===== src/design/lolm_pkg.sv =====
// layer order list manager package: field widths, command and status codes,
// controller states and the result record
// no dependencies
`timescale 1ns / 1ps

package lolm_pkg;

    // fixed field widths
    localparam int MODE_W   = 3;
    localparam int HANDLE_W = 6;
    localparam int SPRITE_W = 8;
    localparam int POS_W    = 16;
    localparam int STATUS_W = 2;
    localparam int COUNT_W  = 7;
    localparam int REF_W    = 7;

    localparam logic [REF_W-1:0] REF_MAX = 7'd127;

    // parameter defaults
    localparam int SLOTS_DEF      = 64;
    localparam int SPRITES_DEF    = 256;
    localparam int COORD_BITS_DEF = 16;

    // log2 of the widest used-bit word scanned per step
    localparam int USED_COL_MAX_W = 4;

    // command codes
    localparam logic [MODE_W-1:0] MODE_PLACE   = 3'd0;
    localparam logic [MODE_W-1:0] MODE_UP      = 3'd1;
    localparam logic [MODE_W-1:0] MODE_DOWN    = 3'd2;
    localparam logic [MODE_W-1:0] MODE_TOP     = 3'd3;
    localparam logic [MODE_W-1:0] MODE_BOTTOM  = 3'd4;
    localparam logic [MODE_W-1:0] MODE_DESTROY = 3'd5;

    // status codes
    localparam logic [STATUS_W-1:0] STAT_OK       = 2'd0;
    localparam logic [STATUS_W-1:0] STAT_FULL     = 2'd1;
    localparam logic [STATUS_W-1:0] STAT_NOT_USED = 2'd2;

    typedef enum logic [3:0] {
        ST_CLEAR,
        ST_IDLE,
        ST_READ,
        ST_EVAL,
        ST_XREAD,
        ST_XEVAL,
        ST_W1,
        ST_W2,
        ST_W3,
        ST_DONE
    } t_state;

    typedef struct packed {
        logic [HANDLE_W-1:0] result_handle;
        logic [STATUS_W-1:0] status;
        logic [COUNT_W-1:0]  entry_count;
        logic                top_valid;
        logic [HANDLE_W-1:0] top_slot;
        logic [HANDLE_W-1:0] bottom_slot;
    } t_result;

endpackage


===== src/design/lolm_ram.sv =====
// simple dual-port memory: one write port, one read port with registered data
// no dependencies
`timescale 1ns / 1ps

module lolm_ram #(
    parameter int ADDR_W = 6,
    parameter int DATA_W = 8
) (
    input  logic              i_clk,
    input  logic              i_we,
    input  logic [ADDR_W-1:0] i_wr_addr,
    input  logic [DATA_W-1:0] i_wr_data,
    input  logic [ADDR_W-1:0] i_rd_addr,
    output logic [DATA_W-1:0] o_rd_data
);

    localparam int DEPTH = 1 << ADDR_W;

    logic [DATA_W-1:0] r_mem [DEPTH];
    logic [DATA_W-1:0] r_rd_data;

    always_ff @(posedge i_clk) begin
        if (i_we) begin
            r_mem[i_wr_addr] <= i_wr_data;
        end
        r_rd_data <= r_mem[i_rd_addr];
    end

    assign o_rd_data = r_rd_data;

endmodule


===== src/design/lolm_ctrl.sv =====
// layer order controller: command sequencer, link / used-bit / reference count
// memories and the stack end pointers
// depends on lolm_pkg and lolm_ram
`timescale 1ns / 1ps

module lolm_ctrl #(
    parameter int SLOTS      = lolm_pkg::SLOTS_DEF,
    parameter int SPRITES    = lolm_pkg::SPRITES_DEF,
    parameter int COORD_BITS = lolm_pkg::COORD_BITS_DEF
) (
    input  logic                                i_clk,
    input  logic                                i_rst_n,
    input  logic                                i_start,
    input  logic [lolm_pkg::MODE_W-1:0]         i_mode,
    input  logic [lolm_pkg::HANDLE_W-1:0]       i_handle,
    input  logic [lolm_pkg::SPRITE_W-1:0]       i_sprite_id,
    input  logic signed [lolm_pkg::POS_W-1:0]   i_pos_x,
    input  logic signed [lolm_pkg::POS_W-1:0]   i_pos_y,
    output logic                                o_busy,
    output logic                                o_res_valid,
    output lolm_pkg::t_result                   o_res
);

    localparam int SLOT_W = $clog2(SLOTS);
    localparam int LNK_W  = $clog2(SLOTS + 1);
    localparam int CNT_W  = $clog2(SLOTS + 1);
    localparam int SPR_W  = (SPRITES > 1) ? $clog2(SPRITES) : 1;
    localparam int COL_W  = (SLOT_W < lolm_pkg::USED_COL_MAX_W) ? SLOT_W
                                                                 : lolm_pkg::USED_COL_MAX_W;
    localparam int UW     = 1 << COL_W;
    localparam int ROW_W  = (SLOT_W > COL_W) ? (SLOT_W - COL_W) : 1;
    localparam int ROWS   = ((SLOTS - 1) >> COL_W) + 1;
    localparam int HX_W   = (SLOT_W > lolm_pkg::HANDLE_W) ? SLOT_W : lolm_pkg::HANDLE_W;
    localparam int SX_W   = (SPR_W > lolm_pkg::SPRITE_W) ? SPR_W : lolm_pkg::SPRITE_W;
    localparam int CLR_LEN = (ROWS > SPRITES) ? ROWS : SPRITES;
    localparam int CLR_W  = (CLR_LEN > 1) ? $clog2(CLR_LEN) : 1;

    localparam logic [LNK_W-1:0] NONE     = LNK_W'(SLOTS);
    localparam logic [ROW_W-1:0] LAST_ROW = ROW_W'((SLOTS - 1) >> COL_W);
    localparam logic [CLR_W-1:0] CLR_LAST = CLR_W'(CLR_LEN - 1);

    function automatic logic [COL_W-1:0] first_set(input logic [UW-1:0] v);
        logic [COL_W-1:0] idx;
        idx = '0;
        for (int j = UW - 1; j >= 0; j--) begin
            if (v[j]) begin
                idx = COL_W'(j);
            end
        end
        return idx;
    endfunction

    lolm_pkg::t_state r_state, n_state;

    logic [lolm_pkg::MODE_W-1:0]       r_mode;
    logic [lolm_pkg::SPRITE_W-1:0]     r_sid;
    logic signed [lolm_pkg::POS_W-1:0] r_pos_x;
    logic signed [lolm_pkg::POS_W-1:0] r_pos_y;
    logic                              r_in_range;
    logic [SLOT_W-1:0]                 r_s;
    logic [ROW_W-1:0]                  r_row;
    logic [UW-1:0]                     r_word;
    logic [LNK_W-1:0]                  r_a;
    logic [LNK_W-1:0]                  r_b;
    logic [LNK_W-1:0]                  r_x;
    logic [lolm_pkg::SPRITE_W-1:0]     r_sp;
    logic [LNK_W-1:0]                  r_top;
    logic [LNK_W-1:0]                  r_bot;
    logic [CNT_W-1:0]                  r_count;
    logic [lolm_pkg::STATUS_W-1:0]     r_status;
    logic [lolm_pkg::HANDLE_W-1:0]     r_res;
    logic [CLR_W-1:0]                  r_clr;

    // memory ports
    logic                          la_we, lb_we, used_we, ref_we, spr_we, pos_we;
    logic [SLOT_W-1:0]             la_waddr, lb_waddr, la_raddr, lb_raddr;
    logic [LNK_W-1:0]              la_wdata, lb_wdata, la_rd, lb_rd;
    logic [ROW_W-1:0]              used_waddr;
    logic [UW-1:0]                 used_wdata, used_rd;
    logic [SPR_W-1:0]              ref_addr, ref_waddr;
    logic [lolm_pkg::REF_W-1:0]    ref_wdata, ref_rd;
    logic [lolm_pkg::SPRITE_W-1:0] spr_rd;

    // command decode helpers
    logic [HX_W-1:0]   hx;
    logic              in_range_in;
    logic [UW-1:0]     vmask;
    logic [UW-1:0]     free;
    logic              found;
    logic [SLOT_W-1:0] f_slot;
    logic              live;
    logic [LNK_W-1:0]  s_l;
    logic [LNK_W-1:0]  lo, hi, pre, nxt;
    logic [UW-1:0]     onehot;
    logic [SX_W-1:0]   sx, spx;
    logic              sid_ok, sp_ok;
    logic              clr_rows, clr_refs;

    assign hx          = HX_W'(i_handle);
    assign in_range_in = {1'b0, hx} < (HX_W + 1)'(SLOTS);

    always_comb begin
        for (int j = 0; j < UW; j++) begin
            vmask[j] = {1'b0, r_row, COL_W'(j)} < (ROW_W + COL_W + 1)'(SLOTS);
        end
    end

    assign free   = ~used_rd & vmask;
    assign found  = |free;
    assign f_slot = SLOT_W'({r_row, first_set(free)});
    assign live   = r_in_range && used_rd[r_s[COL_W-1:0]];
    assign s_l    = LNK_W'(r_s);
    assign onehot = UW'(1) << r_s[COL_W-1:0];

    // swap pair: lo sits directly below hi
    always_comb begin
        if (r_mode == lolm_pkg::MODE_UP) begin
            lo  = s_l;
            hi  = r_a;
            pre = r_b;
            nxt = r_x;
        end else begin
            lo  = r_b;
            hi  = s_l;
            pre = r_x;
            nxt = r_a;
        end
    end

    assign sx     = SX_W'(r_sid);
    assign spx    = SX_W'(r_sp);
    assign sid_ok = {1'b0, sx} < (SX_W + 1)'(SPRITES);
    assign sp_ok  = {1'b0, spx} < (SX_W + 1)'(SPRITES);

    assign clr_rows = {1'b0, r_clr} < (CLR_W + 1)'(ROWS);
    assign clr_refs = {1'b0, r_clr} < (CLR_W + 1)'(SPRITES);

    assign la_raddr = (r_state == lolm_pkg::ST_XREAD && r_mode == lolm_pkg::MODE_UP)
                      ? SLOT_W'(r_a) : r_s;
    assign lb_raddr = (r_state == lolm_pkg::ST_XREAD && r_mode == lolm_pkg::MODE_DOWN)
                      ? SLOT_W'(r_b) : r_s;
    assign ref_addr = (r_mode == lolm_pkg::MODE_PLACE) ? SPR_W'(sx) : SPR_W'(spx);

    // next state
    always_comb begin
        n_state = r_state;
        unique case (r_state)
            lolm_pkg::ST_CLEAR: begin
                if (r_clr == CLR_LAST) n_state = lolm_pkg::ST_IDLE;
            end
            lolm_pkg::ST_IDLE: begin
                if (i_start) n_state = lolm_pkg::ST_READ;
            end
            lolm_pkg::ST_DONE: begin
                n_state = i_start ? lolm_pkg::ST_READ : lolm_pkg::ST_IDLE;
            end
            lolm_pkg::ST_READ: n_state = lolm_pkg::ST_EVAL;
            lolm_pkg::ST_EVAL: begin
                case (r_mode) inside
                    lolm_pkg::MODE_PLACE: begin
                        if (found) n_state = lolm_pkg::ST_W1;
                        else if (r_row == LAST_ROW) n_state = lolm_pkg::ST_DONE;
                        else n_state = lolm_pkg::ST_READ;
                    end
                    lolm_pkg::MODE_UP: begin
                        n_state = (!live || la_rd == NONE) ? lolm_pkg::ST_DONE
                                                           : lolm_pkg::ST_XREAD;
                    end
                    lolm_pkg::MODE_DOWN: begin
                        n_state = (!live || lb_rd == NONE) ? lolm_pkg::ST_DONE
                                                           : lolm_pkg::ST_XREAD;
                    end
                    lolm_pkg::MODE_TOP: begin
                        n_state = (!live || r_top == s_l) ? lolm_pkg::ST_DONE
                                                          : lolm_pkg::ST_W1;
                    end
                    lolm_pkg::MODE_BOTTOM: begin
                        n_state = (!live || r_bot == s_l) ? lolm_pkg::ST_DONE
                                                          : lolm_pkg::ST_W1;
                    end
                    lolm_pkg::MODE_DESTROY: begin
                        n_state = live ? lolm_pkg::ST_W1 : lolm_pkg::ST_DONE;
                    end
                    default: n_state = lolm_pkg::ST_DONE;
                endcase
            end
            lolm_pkg::ST_XREAD: n_state = lolm_pkg::ST_XEVAL;
            lolm_pkg::ST_XEVAL: n_state = lolm_pkg::ST_W1;
            lolm_pkg::ST_W1:    n_state = lolm_pkg::ST_W2;
            lolm_pkg::ST_W2: begin
                n_state = (r_mode == lolm_pkg::MODE_PLACE || r_mode == lolm_pkg::MODE_DESTROY)
                          ? lolm_pkg::ST_DONE : lolm_pkg::ST_W3;
            end
            lolm_pkg::ST_W3:    n_state = lolm_pkg::ST_DONE;
            default:            n_state = lolm_pkg::ST_IDLE;
        endcase
    end

    // memory write controls
    always_comb begin
        la_we      = 1'b0;
        la_waddr   = r_s;
        la_wdata   = NONE;
        lb_we      = 1'b0;
        lb_waddr   = r_s;
        lb_wdata   = NONE;
        used_we    = 1'b0;
        used_waddr = r_row;
        used_wdata = r_word;
        ref_we     = 1'b0;
        ref_waddr  = ref_addr;
        ref_wdata  = ref_rd;
        spr_we     = 1'b0;
        pos_we     = 1'b0;
        unique case (r_state)
            lolm_pkg::ST_CLEAR: begin
                used_we    = clr_rows;
                used_waddr = ROW_W'(r_clr);
                used_wdata = '0;
                ref_we     = clr_refs;
                ref_waddr  = SPR_W'(r_clr);
                ref_wdata  = '0;
            end
            lolm_pkg::ST_W1: begin
                case (r_mode) inside
                    lolm_pkg::MODE_PLACE: begin
                        la_we      = 1'b1;
                        lb_we      = 1'b1;
                        lb_wdata   = r_top;
                        used_we    = 1'b1;
                        used_wdata = r_word | onehot;
                        spr_we     = 1'b1;
                        pos_we     = 1'b1;
                    end
                    lolm_pkg::MODE_UP, lolm_pkg::MODE_DOWN: begin
                        la_we    = pre != NONE;
                        la_waddr = SLOT_W'(pre);
                        la_wdata = hi;
                        lb_we    = nxt != NONE;
                        lb_waddr = SLOT_W'(nxt);
                        lb_wdata = lo;
                    end
                    lolm_pkg::MODE_TOP, lolm_pkg::MODE_BOTTOM, lolm_pkg::MODE_DESTROY: begin
                        // unlink from both neighbours
                        la_we    = r_b != NONE;
                        la_waddr = SLOT_W'(r_b);
                        la_wdata = r_a;
                        lb_we    = r_a != NONE;
                        lb_waddr = SLOT_W'(r_a);
                        lb_wdata = r_b;
                        if (r_mode == lolm_pkg::MODE_DESTROY) begin
                            used_we    = 1'b1;
                            used_wdata = r_word & ~onehot;
                        end
                    end
                    default: ;
                endcase
            end
            lolm_pkg::ST_W2: begin
                case (r_mode) inside
                    lolm_pkg::MODE_PLACE: begin
                        la_we     = r_top != NONE;
                        la_waddr  = SLOT_W'(r_top);
                        la_wdata  = s_l;
                        ref_we    = sid_ok && (ref_rd < lolm_pkg::REF_MAX);
                        ref_wdata = ref_rd + 1'b1;
                    end
                    lolm_pkg::MODE_UP, lolm_pkg::MODE_DOWN: begin
                        la_we    = 1'b1;
                        la_waddr = SLOT_W'(hi);
                        la_wdata = lo;
                        lb_we    = 1'b1;
                        lb_waddr = SLOT_W'(hi);
                        lb_wdata = pre;
                    end
                    lolm_pkg::MODE_TOP: begin
                        la_we    = 1'b1;
                        lb_we    = 1'b1;
                        lb_wdata = r_top;
                    end
                    lolm_pkg::MODE_BOTTOM: begin
                        la_we    = 1'b1;
                        la_wdata = r_bot;
                        lb_we    = 1'b1;
                    end
                    lolm_pkg::MODE_DESTROY: begin
                        ref_we    = sp_ok && (ref_rd != '0);
                        ref_wdata = ref_rd - 1'b1;
                    end
                    default: ;
                endcase
            end
            lolm_pkg::ST_W3: begin
                case (r_mode) inside
                    lolm_pkg::MODE_UP, lolm_pkg::MODE_DOWN: begin
                        la_we    = 1'b1;
                        la_waddr = SLOT_W'(lo);
                        la_wdata = nxt;
                        lb_we    = 1'b1;
                        lb_waddr = SLOT_W'(lo);
                        lb_wdata = hi;
                    end
                    lolm_pkg::MODE_TOP: begin
                        la_we    = 1'b1;
                        la_waddr = SLOT_W'(r_top);
                        la_wdata = s_l;
                    end
                    lolm_pkg::MODE_BOTTOM: begin
                        lb_we    = 1'b1;
                        lb_waddr = SLOT_W'(r_bot);
                        lb_wdata = s_l;
                    end
                    default: ;
                endcase
            end
            default: ;
        endcase
    end

    // datapath and pointers
    always_ff @(posedge i_clk) begin
        if (!i_rst_n) begin
            r_state <= lolm_pkg::ST_CLEAR;
            r_clr   <= '0;
            r_top   <= NONE;
            r_bot   <= NONE;
            r_count <= '0;
        end else begin
            r_state <= n_state;
            case (r_state)
                lolm_pkg::ST_CLEAR: begin
                    r_clr <= r_clr + 1'b1;
                end
                lolm_pkg::ST_IDLE, lolm_pkg::ST_DONE: begin
                    if (i_start) begin
                        r_mode     <= i_mode;
                        r_sid      <= i_sprite_id;
                        r_pos_x    <= i_pos_x;
                        r_pos_y    <= i_pos_y;
                        r_in_range <= in_range_in;
                        r_s        <= SLOT_W'(hx);
                        r_row      <= (i_mode == lolm_pkg::MODE_PLACE) ? '0
                                                                       : ROW_W'(hx >> COL_W);
                        r_res      <= i_handle;
                        r_status   <= lolm_pkg::STAT_OK;
                    end
                end
                lolm_pkg::ST_EVAL: begin
                    r_word <= used_rd;
                    r_a    <= la_rd;
                    r_b    <= lb_rd;
                    r_sp   <= spr_rd;
                    case (r_mode) inside
                        lolm_pkg::MODE_PLACE: begin
                            if (found) begin
                                r_s   <= f_slot;
                                r_res <= lolm_pkg::HANDLE_W'(f_slot);
                            end else if (r_row == LAST_ROW) begin
                                r_status <= lolm_pkg::STAT_FULL;
                                r_res    <= '0;
                            end else begin
                                r_row <= r_row + 1'b1;
                            end
                        end
                        lolm_pkg::MODE_UP, lolm_pkg::MODE_DOWN, lolm_pkg::MODE_TOP,
                        lolm_pkg::MODE_BOTTOM, lolm_pkg::MODE_DESTROY: begin
                            if (!live) r_status <= lolm_pkg::STAT_NOT_USED;
                        end
                        default: ;
                    endcase
                end
                lolm_pkg::ST_XEVAL: begin
                    r_x <= (r_mode == lolm_pkg::MODE_UP) ? la_rd : lb_rd;
                end
                lolm_pkg::ST_W1: begin
                    if (r_mode == lolm_pkg::MODE_DESTROY) begin
                        if (r_b == NONE) r_bot <= r_a;
                        if (r_a == NONE) r_top <= r_b;
                        if (r_count != '0) r_count <= r_count - 1'b1;
                    end
                end
                lolm_pkg::ST_W2: begin
                    if (r_mode == lolm_pkg::MODE_PLACE) begin
                        if (r_top == NONE) r_bot <= s_l;
                        r_top   <= s_l;
                        r_count <= r_count + 1'b1;
                    end
                end
                lolm_pkg::ST_W3: begin
                    case (r_mode) inside
                        lolm_pkg::MODE_UP, lolm_pkg::MODE_DOWN: begin
                            if (pre == NONE) r_bot <= hi;
                            if (nxt == NONE) r_top <= lo;
                        end
                        lolm_pkg::MODE_TOP: begin
                            if (r_b == NONE) r_bot <= r_a;
                            r_top <= s_l;
                        end
                        lolm_pkg::MODE_BOTTOM: begin
                            if (r_a == NONE) r_top <= r_b;
                            r_bot <= s_l;
                        end
                        default: ;
                    endcase
                end
                default: ;
            endcase
        end
    end

    lolm_ram #(.ADDR_W(SLOT_W), .DATA_W(LNK_W)) u_above (
        .i_clk     (i_clk),
        .i_we      (la_we),
        .i_wr_addr (la_waddr),
        .i_wr_data (la_wdata),
        .i_rd_addr (la_raddr),
        .o_rd_data (la_rd)
    );

    lolm_ram #(.ADDR_W(SLOT_W), .DATA_W(LNK_W)) u_below (
        .i_clk     (i_clk),
        .i_we      (lb_we),
        .i_wr_addr (lb_waddr),
        .i_wr_data (lb_wdata),
        .i_rd_addr (lb_raddr),
        .o_rd_data (lb_rd)
    );

    lolm_ram #(.ADDR_W(ROW_W), .DATA_W(UW)) u_used (
        .i_clk     (i_clk),
        .i_we      (used_we),
        .i_wr_addr (used_waddr),
        .i_wr_data (used_wdata),
        .i_rd_addr (r_row),
        .o_rd_data (used_rd)
    );

    lolm_ram #(.ADDR_W(SPR_W), .DATA_W(lolm_pkg::REF_W)) u_refs (
        .i_clk     (i_clk),
        .i_we      (ref_we),
        .i_wr_addr (ref_waddr),
        .i_wr_data (ref_wdata),
        .i_rd_addr (ref_addr),
        .o_rd_data (ref_rd)
    );

    lolm_ram #(.ADDR_W(SLOT_W), .DATA_W(lolm_pkg::SPRITE_W)) u_sprite (
        .i_clk     (i_clk),
        .i_we      (spr_we),
        .i_wr_addr (r_s),
        .i_wr_data (r_sid),
        .i_rd_addr (r_s),
        .o_rd_data (spr_rd)
    );

    // placement origins, kept for the slot but not reported
    lolm_ram #(.ADDR_W(SLOT_W), .DATA_W(2 * COORD_BITS)) u_pos (
        .i_clk     (i_clk),
        .i_we      (pos_we),
        .i_wr_addr (r_s),
        .i_wr_data ({COORD_BITS'(r_pos_x), COORD_BITS'(r_pos_y)}),
        .i_rd_addr (r_s),
        .o_rd_data ()
    );

    assign o_busy      = !(r_state == lolm_pkg::ST_IDLE || r_state == lolm_pkg::ST_DONE);
    assign o_res_valid = r_state == lolm_pkg::ST_DONE;

    always_comb begin
        o_res.result_handle = r_res;
        o_res.status        = r_status;
        o_res.entry_count   = lolm_pkg::COUNT_W'(r_count);
        o_res.top_valid     = r_top != NONE;
        o_res.top_slot      = (r_top != NONE) ? lolm_pkg::HANDLE_W'(r_top) : '0;
        o_res.bottom_slot   = (r_bot != NONE) ? lolm_pkg::HANDLE_W'(r_bot) : '0;
    end

    // both stack ends are empty together or not at all
    a_ends_agree: assert property (@(posedge i_clk) disable iff (!i_rst_n)
        (r_top == NONE) == (r_bot == NONE))
        else $error("stack end pointers disagree on emptiness");

    a_count_bound: assert property (@(posedge i_clk) disable iff (!i_rst_n)
        r_count <= CNT_W'(SLOTS))
        else $error("placement count above slot count");

    a_done_top: assert property (@(posedge i_clk) disable iff (!i_rst_n)
        (r_state == lolm_pkg::ST_DONE) |-> ((r_top != NONE) == (r_count != '0)))
        else $error("top pointer inconsistent with placement count");

    a_full_count: assert property (@(posedge i_clk) disable iff (!i_rst_n)
        (r_state == lolm_pkg::ST_DONE && r_status == lolm_pkg::STAT_FULL)
        |-> (r_count == CNT_W'(SLOTS)))
        else $error("table full reported with free slots");

    a_accept_read: assert property (@(posedge i_clk) disable iff (!i_rst_n)
        (i_start && !o_busy) |=> (r_state == lolm_pkg::ST_READ))
        else $error("accepted transaction did not start a table read");

endmodule


===== src/design/layer_order_list_manager_top.sv =====
// layer order list manager top level: command port, controller and the
// registered result port
// depends on lolm_pkg, lolm_ctrl
// path from accept to o_done: read and evaluate states (repeated per further 16-slot used-bit
// word scanned by place), a second read and evaluate for up/down, write states W1 and W2 for
// place and destroy and W1 to W3 for up/down/top/bottom, the done state, then the result
// register; a rejected or no-op command skips the write states
// start is taken again in the cycle before the result strobe; results cannot be stalled
// reset: synchronous; busy stays high during a clearing pass over used bits and counts
`timescale 1ns / 1ps

module layer_order_list_manager_top #(
    parameter int SLOTS      = lolm_pkg::SLOTS_DEF,
    parameter int SPRITES    = lolm_pkg::SPRITES_DEF,
    parameter int COORD_BITS = lolm_pkg::COORD_BITS_DEF
) (
    input  logic                              i_clk,
    input  logic                              i_rst_n,
    input  logic                              start,
    output logic                              busy,
    input  logic [lolm_pkg::MODE_W-1:0]       i_mode,
    input  logic [lolm_pkg::HANDLE_W-1:0]     i_handle,
    input  logic [lolm_pkg::SPRITE_W-1:0]     i_sprite_id,
    input  logic signed [lolm_pkg::POS_W-1:0] i_pos_x,
    input  logic signed [lolm_pkg::POS_W-1:0] i_pos_y,
    output logic                              o_done,
    output logic [lolm_pkg::HANDLE_W-1:0]     o_result_handle,
    output logic [lolm_pkg::STATUS_W-1:0]     o_status,
    output logic [lolm_pkg::COUNT_W-1:0]      o_entry_count,
    output logic                              o_top_valid,
    output logic [lolm_pkg::HANDLE_W-1:0]     o_top_slot,
    output logic [lolm_pkg::HANDLE_W-1:0]     o_bottom_slot
);

    logic              res_valid;
    lolm_pkg::t_result res;
    logic              r_done;
    lolm_pkg::t_result r_out;

    lolm_ctrl #(
        .SLOTS      (SLOTS),
        .SPRITES    (SPRITES),
        .COORD_BITS (COORD_BITS)
    ) u_ctrl (
        .i_clk       (i_clk),
        .i_rst_n     (i_rst_n),
        .i_start     (start),
        .i_mode      (i_mode),
        .i_handle    (i_handle),
        .i_sprite_id (i_sprite_id),
        .i_pos_x     (i_pos_x),
        .i_pos_y     (i_pos_y),
        .o_busy      (busy),
        .o_res_valid (res_valid),
        .o_res       (res)
    );

    // result register, one strobe per transaction
    always_ff @(posedge i_clk) begin
        if (!i_rst_n) begin
            r_done <= 1'b0;
        end else begin
            r_done <= res_valid;
        end
    end

    always_ff @(posedge i_clk) begin
        if (res_valid) begin
            r_out <= res;
        end
    end

    assign o_done          = r_done;
    assign o_result_handle = r_out.result_handle;
    assign o_status        = r_out.status;
    assign o_entry_count   = r_out.entry_count;
    assign o_top_valid     = r_out.top_valid;
    assign o_top_slot      = r_out.top_slot;
    assign o_bottom_slot   = r_out.bottom_slot;

endmodule


===== config.mk =====
export PLATFORM = sky130hd
export DESIGN_NAME = layer_order_list_manager_top
export DESIGN_NICKNAME = d
export VERILOG_FILES = /design/src/design/lolm_pkg.sv /design/src/design/lolm_ram.sv /design/src/design/lolm_ctrl.sv /design/src/design/layer_order_list_manager_top.sv
export SDC_FILE = /design/constraint.sdc
export NUM_CORES = 2
export LEC_CHECK = 0
export BUFFER_PORTS_ARGS = -buffer_cell sky130_fd_sc_hd__buf_4
export CORE_MARGIN = 2
export CORE_UTILIZATION = 50
export CTS_BUF_LIST = sky130_fd_sc_hd__clkbuf_2 sky130_fd_sc_hd__clkbuf_4 sky130_fd_sc_hd__clkbuf_8
export CTS_CLUSTER_DIAMETER = 60
export DETAILED_ROUTE_END_ITERATION = 12
export GPL_ROUTABILITY_DRIVEN = 0
export PLACE_DENSITY = 0.66
export SYNTH_ARGS = -nofsm -noshare
export SYNTH_HDL_FRONTEND = slang
export SYNTH_SLANG_ARGS = --single-unit
export TNS_END_PERCENT = 20

===== constraint.sdc =====
create_clock -name i_clk -period 7.39 [get_ports i_clk]
set_clock_uncertainty 0.1 [all_clocks]
set_input_delay 1.1085 -clock i_clk [delete_from_list [all_inputs] [get_ports i_clk]]
set_output_delay 1.1085 -clock i_clk [all_outputs]
set_load 0.02 [all_outputs]

== Word-level counts from Yosys, hierarchy flattened ==
Memory sizes are Yosys's and may differ from the RTL's. A register that Yosys moved wholly into a read port is not among the register bits.
Cells that the tools add are included.
Widths: inputs -> output; s select.
Storage, ports and cells
  bits in latches: 0
  memories kept: 3
  memory bits (read-only): 0
  word-level logic and storage cells: 273
  flip-flop bits (word level): 118
  bits of input ports: 52
  bits in writable memories: 960
Operators by class
  div/mod/pow operators: 0
  bitwise gates (word level): 4
  shift operators: 1
  $lt $le $gt $ge: 2
  reduce and logical (&&, ||, !) cells: 33
  add/subtract/negate cells: 4
  mux-type cells: 155
  equal/unequal tests: 50
  multipliers: 0
Memories
  u_ctrl.u_above.r_mem: depth 64, width 7, read ports 1, clocked after Yosys merged registers in 1, write ports 1, line lolm_ram.sv:19  | logic [DATA_W-1:0] r_mem [DEPTH];
  u_ctrl.u_below.r_mem: depth 64, width 7, read ports 1, clocked after Yosys merged registers in 1, write ports 1, line lolm_ram.sv:19
  u_ctrl.u_used.r_mem: depth 4, width 16, read ports 1, clocked after Yosys merged registers in 1, write ports 1, line lolm_ram.sv:19
Operator list (count)
  $mux 7: 41
  $mux 6: 22
  $mux 4: 31
  $pmux 7 s3: 4
  $mux 16: 4
  $eq 7x7->1 const B: 7
  $ne 7x7->1 const B: 6
  $pmux 4 s10: 1
  $pmux 6 s3: 2
  $not 16->16: 2
  $pmux 16 s2: 1
  $mux 1: 27
  $mux 2: 13
  $pmux 6 s2: 2
  $and 16x16->16: 1
  $eq 4x3->1 const B: 4
  $or 16x16->16: 1
  $reduce_or 16->1: 1
  $shl 1x4->16 const A: 1
  $reduce_and 5->1: 3
  $eq 7x6->1: 2
  $ne 2x1->1 const B: 7
  $pmux 7 s2: 1
  $reduce_and 6->1: 2
  other kinds (38): 63

== Longest topological paths before layout ==
  depth after elaboration: 20
  gate-level depth with buffers: 13

== Hierarchy ==
From an unflattened synthesis, not the netlist that was laid out.
Second synthesis, totals
  cells, all modules: 2769
  area, all modules: 46259.4 µm²
By module, submodules not included
  lolm_ram at u_ctrl.u_above: instances 1, cells each 837, area an instance 17673.2 µm², seq. area each 13593.0 µm²
  lolm_ram at u_ctrl.u_below: instances 1, cells each 827, area an instance 17635.7 µm², seq. area each 13593.0 µm²
  lolm_ctrl: instances 1, cells each 971, area an instance 7385.8 µm², seq. area each 2342.2 µm²
  lolm_ram at u_ctrl.u_used: instances 1, cells each 104, area an instance 2697.6 µm², seq. area each 2242.2 µm²
  layer_order_list_manager_top: instances 1, cells each 30, area an instance 867.1 µm², seq. area each 860.8 µm²

== Least setup slack after synthesis ==
OpenSTA, ideal clock, no wires.
  path kind: reg-to-reg
  start point: reg u_ctrl.r_state[0]
  end point: mem u_ctrl.u_below.r_mem[0][3] (netlist bit), data pin
  required time: 6.281 ns
  setup slack: 0.559 ns
  period minus slack after synthesis: 6.831 ns
  buffers on the path: 3
  setup time: 1.009 ns
  stages on the path, launching flop included: 6
  arrival time: 5.723 ns
  cells stage by stage: dfxtp_1 or4b_1 buf_2 buf_2 buf_1 o311ai_0
On the way
  longest elaborated chain between the ends: 2
  elaborated cells on any way between the ends: 4
  classes of those cells: eq/ne: 3; mux: 1
Ends and longest elaborated chain
  start, declared: line lolm_ctrl.sv:53  | lolm_pkg::t_state r_state, n_state;
  start signal, assigned: line lolm_ctrl.sv:323  | r_state <= lolm_pkg::ST_CLEAR;
  start signal, assigned: line lolm_ctrl.sv:329  | r_state <= n_state;
  $eq 4x4->1 (tied with other cells): line lolm_ctrl.sv:215  | unique case (r_state)
  $pmux 7 s3 *: line lolm_ctrl.sv:215
  named net u_ctrl.lb_wdata[3]: line lolm_ctrl.sv:77  | logic [LNK_W-1:0] la_wdata, lb_wdata, la_rd, lb_rd;
  end, declared: line lolm_ram.sv:19
Mark *: on every way through the listed nets, which the timed path passes. The rest lies on a longest branch.

== Worst setup path after layout ==
  start point: reg u_ctrl.r_state[1]
  end point: mem u_ctrl.u_above.r_mem[57][3] (netlist bit), enable pin
On the way
  longest elaborated chain between the ends: 4
  elaborated cells on any way between the ends: 7
  classes of those cells: eq/ne: 3; mux: 4
Ends and longest elaborated chain
  $eq 4x4->1 (tied with other cells): line lolm_ctrl.sv:215
  $pmux 1 s3: line lolm_ctrl.sv:215
  $mux 1: line lolm_ram.sv:23  | if (i_we) begin
  $mux 1 (implied by the code): line lolm_ram.sv:24  | r_mem[i_wr_addr] <= i_wr_data;
  end, declared: line lolm_ram.sv:19
Parallel ways exist; a longest one is shown, timed or not.

==> summary.txt <==
Min path
  – Min-delay worst type: flop to flop
  – Hold path startpoint: u_ctrl.r_res[2]

Floorplan
  – Core Area: 0.100 mm^2
  – Die footprint: roughly 0.10 mm^2
  – Row cnt: 116
  – Die X: 323 um
  – # IOs: between 80 and 90
  – Initial cell density of the core: 0.505
  – Die H: 323 um

Clocking
  – Clock transition at path regs: 60 ps
  – TritonCTS clock tree: yes
  – Cts repair resizes: 0
  – Inserted Clock Buffers: 178
  – Hold_buf cts: 0
  – Clock Latency Late Sink: about 870 ps
  – Root Driver: clkbuf_8
  – Post-CTS Setup Inserts: 0
  – Max H-tree Level: 4
  – CTS Buffer Depth: 3
  – Clock sink count: between 1,000 and 1,500

Synth
  – Synth top area cells: edfxtp_1, nand2_1, nand3_1
  – Syn avg cell area: 12.2 um^2
  – Synth top area share: 0.618
  – Count leader, synth: edfxtp_1
  – Top_reg_cell synth: edfxtp_1
  – Mapped Cells: 4,165
  – Synth Register Bits: 1,108
  – Unique cell type count in the Yosys netlist: 107
  – Number of flops mapped to enable cells by yosys: ~1,000
  – Netlist Area Pre-Place: 0.0508 mm^2
  – Cell accounting for the most synthesized area: edfxtp_1
  – Async S/R FF share, synth: 0
  – Yosys warnings: 0
  – Post-synth top cells: edfxtp_1, nand2_1, nand3_1, nor2_1, o21ai_0
  – Seq/Total Area, Yosys: 0.643
  – Syn nets: 4,226

Route
  – WL/cell: 25.0 um
  – Routed vias: 35,800
  – Routed wire length: 141,000 um
  – Antenna-violating nets left: 0
  – Residual DRC: 0
  – DRT iter0 DRCs: roughly 4,800
  – DR pass1 iterations: 6
  – Vias per Instance: 6.34

Placed design
  – DP Cell Count: about 5,300
  – HPWL Detailed: roughly 84,000 um
  – Port bufs: between 40 and 50

Pwr
  – Sequential cell fraction of total power: 0.557
  – Clock network power share: 0.438
  – Combinational Power Share: 0.004
  – Sw Ratio: 0.203
  – Pwr/cell area: between 200 and 250 mW/mm^2
  – Peak VDD IR: 146 uV
  – Static Leak: 17.9 nW
  – Net Sw Power: 2.48 mW
  – Internal: 9.73 mW

Setup path
  – CP max stage cell: nor2_1
  – Crit Path Class: flop to flop
  – CP max FO: 30
  – Setup crit end kind: flop
  – Startpoint types: flop
  – Arr. time, crit path: 5470 ps
  – Worst Setup SP: u_ctrl.r_state[1]
  – Critical path data required time: 7770 ps
  – Slowest Stage Delay on Critical Path: 800 ps
  – Cells along the critical path: nand2_1 -> and2b_1 -> inv_1 -> buf_4 -> a41oi_1 -> a21oi_1 -> o22ai_1 -> nand3b_1 -> nand2b_1 -> nor2_1
  – R2r startpoint: u_ctrl.r_state[1]

GRT
  – Vias in the first global route: 33,800
  – First-pass GRT wire length: 210,000 um
  – Gr usage total: 0.267
  – GR Overflow Total: 0
  – Pin count of the biggest net entering global routing: 124
  – Initial antenna violation count: 2

Cells and area
  – Cell Count, Final, Fillers Out: between 5,000 and 6,000
  – Fillers: 8,280
  – Nets: 4,199
  – Layout cell share with drive strength beyond 1: 0.139
  – Area growth, synth to finish: 10.2%

Timing
  – Final setup TNS: 0 ps
  – Fin. max-slew vios: 0
  – Final Cycle Share: 0.689
  – Final Setup Violations: 0
  – Slew headroom: 0.158
  – Hold Vio Cnt, Final: 0
  – Max Fclk: 0.196 GHz
  – Post-route minimum period: 5090 ps
  – Worst slew pin tran: 1250 ps
  – Unrepaired setup endpoints after global routing: no

Run
  – Max-Cap Viols: 0

Run status
  – Status: finished, final reports clean
-- layer usage --
metal / vias up / GRT usage / share of wire
li1: 16000 / - / -
met1: 17600 / 0.377 / 0.42
met2: 1875 / 0.410 / 0.45
met3: 351 / 0.0548 / 0.095
met4: 0 / 0.100 / 0.034
met5: - / 0 / 0
-- layout by cell type, fill, tap and decap left out, drive strengths merged, types with 13 or more instances in the layout --
cell / Yosys / layout
edfxtp: 1044 / 1044
nand2: 445 / 445
clkbuf: 214 / 278
nand3: 266 / 266
o21ai: 256 / 256
nor2: 253 / 253
a21oi: 177 / 177
nand2b: 156 / 156
buf: 129 / 136
mux2i: 127 / 127
o22ai: 113 / 113
a211oi: 95 / 95
inv: 65 / 74
a22oi: 69 / 69
nand4: 67 / 67
a31oi: 65 / 65
dfxtp: 64 / 64
o211ai: 57 / 57
mux2: 42 / 42
clkinv: 3 / 35
and3: 29 / 29
a311oi: 28 / 28
nor3: 24 / 24
a211o: 21 / 21
mux4: 21 / 21
a41oi: 20 / 20
o221ai: 17 / 17
and2: 15 / 15
xnor2: 15 / 15
nor4: 15 / 15
a2111oi: 13 / 13
-- sequential cells by signal (all words and copies together) (netlist names), 8 cells and up --
name,cells
u_ctrl.r_clr,8
u_ctrl.r_word,16
u_ctrl.u_above.r_mem,448
u_ctrl.u_below.r_mem,448
u_ctrl.u_used.o_rd_data,16
u_ctrl.u_used.r_mem,64
-- cell type report --
cell class              count  area, um^2  area share
flip-flops and latches   1108       32600       0.583
repair buffers            136        1030      0.0185
well taps                1357        1700      0.0303
inverters                  68         255     0.00456
clock buffers             278        3290      0.0589
diodes                      5        12.5    0.000224
clock inverters            45         327     0.00584
multi-input cells        2646       16700       0.298
-- cell families (layout without fill, tap and decap cells) --
family,after synthesis,in the layout,share of synthesized area
AOI/OAI and AO/OA,1072,1072,0.143
xor gates and xnor gates,25,25,0.00431
adders and majority gates,9,9,0.00237
buffers and inverters,411,527,0.0343
DFF,1108,1108,0.643
muxes,190,190,0.0437
other,0,5,0
and+or+nand+nor,1350,1350,0.130
-- power by group through the flow --
stage | logic [mW] | registers (mW) | clock network, mW
floorplan | 0.0312 | 6.93 | 0
global placement | 0.0521 | 6.93 | 0
detailed placement | 0.0533 | 6.94 | 0
CTS | 0.0536 | 6.80 | 5.42
global route | 0.0565 | 6.80 | 5.69
finish | 0.0524 | 6.81 | 5.35
-- critical path, delay by kind of cell, from the launching register on --
kind	cells	cell delay, ps
buf+inv	2	370
flops	1	740
compound gates	3	970
simple gates	5	2500
-- worst paths after layout --
| kind | end | slack [ps] | cells after the start |
|---|---|---|---|
| min reg2reg | o_result_handle[2] | 320 | 0 |
| max reg2reg | u_ctrl.u_above.r_mem[57][3] | 2300 | 10 |
| max | u_ctrl.u_above.r_mem[57][3] | 2300 | 10 |
| min | o_result_handle[2] | 320 | 0 |
-- per-stage QoR --
stage / setup slack (ps) / util / hold WS, ps / area (um^2) / power (mW)
finish: 2300 / 0.557 / 318 / 55900 / 12.2
global route: 2120 / 0.557 / 327 / 55900 / 12.6
CTS: 2560 / 0.557 / 318 / 55900 / 12.3
detailed placement: 2560 / 0.521 / 305 / 52300 / 6.99
global placement: 2670 / 0.521 / 302 / 52300 / 6.99
floorplan: 559 / - / 300 / 50800 / 6.96
Note: power is estimated with default switching activity, not from simulation.
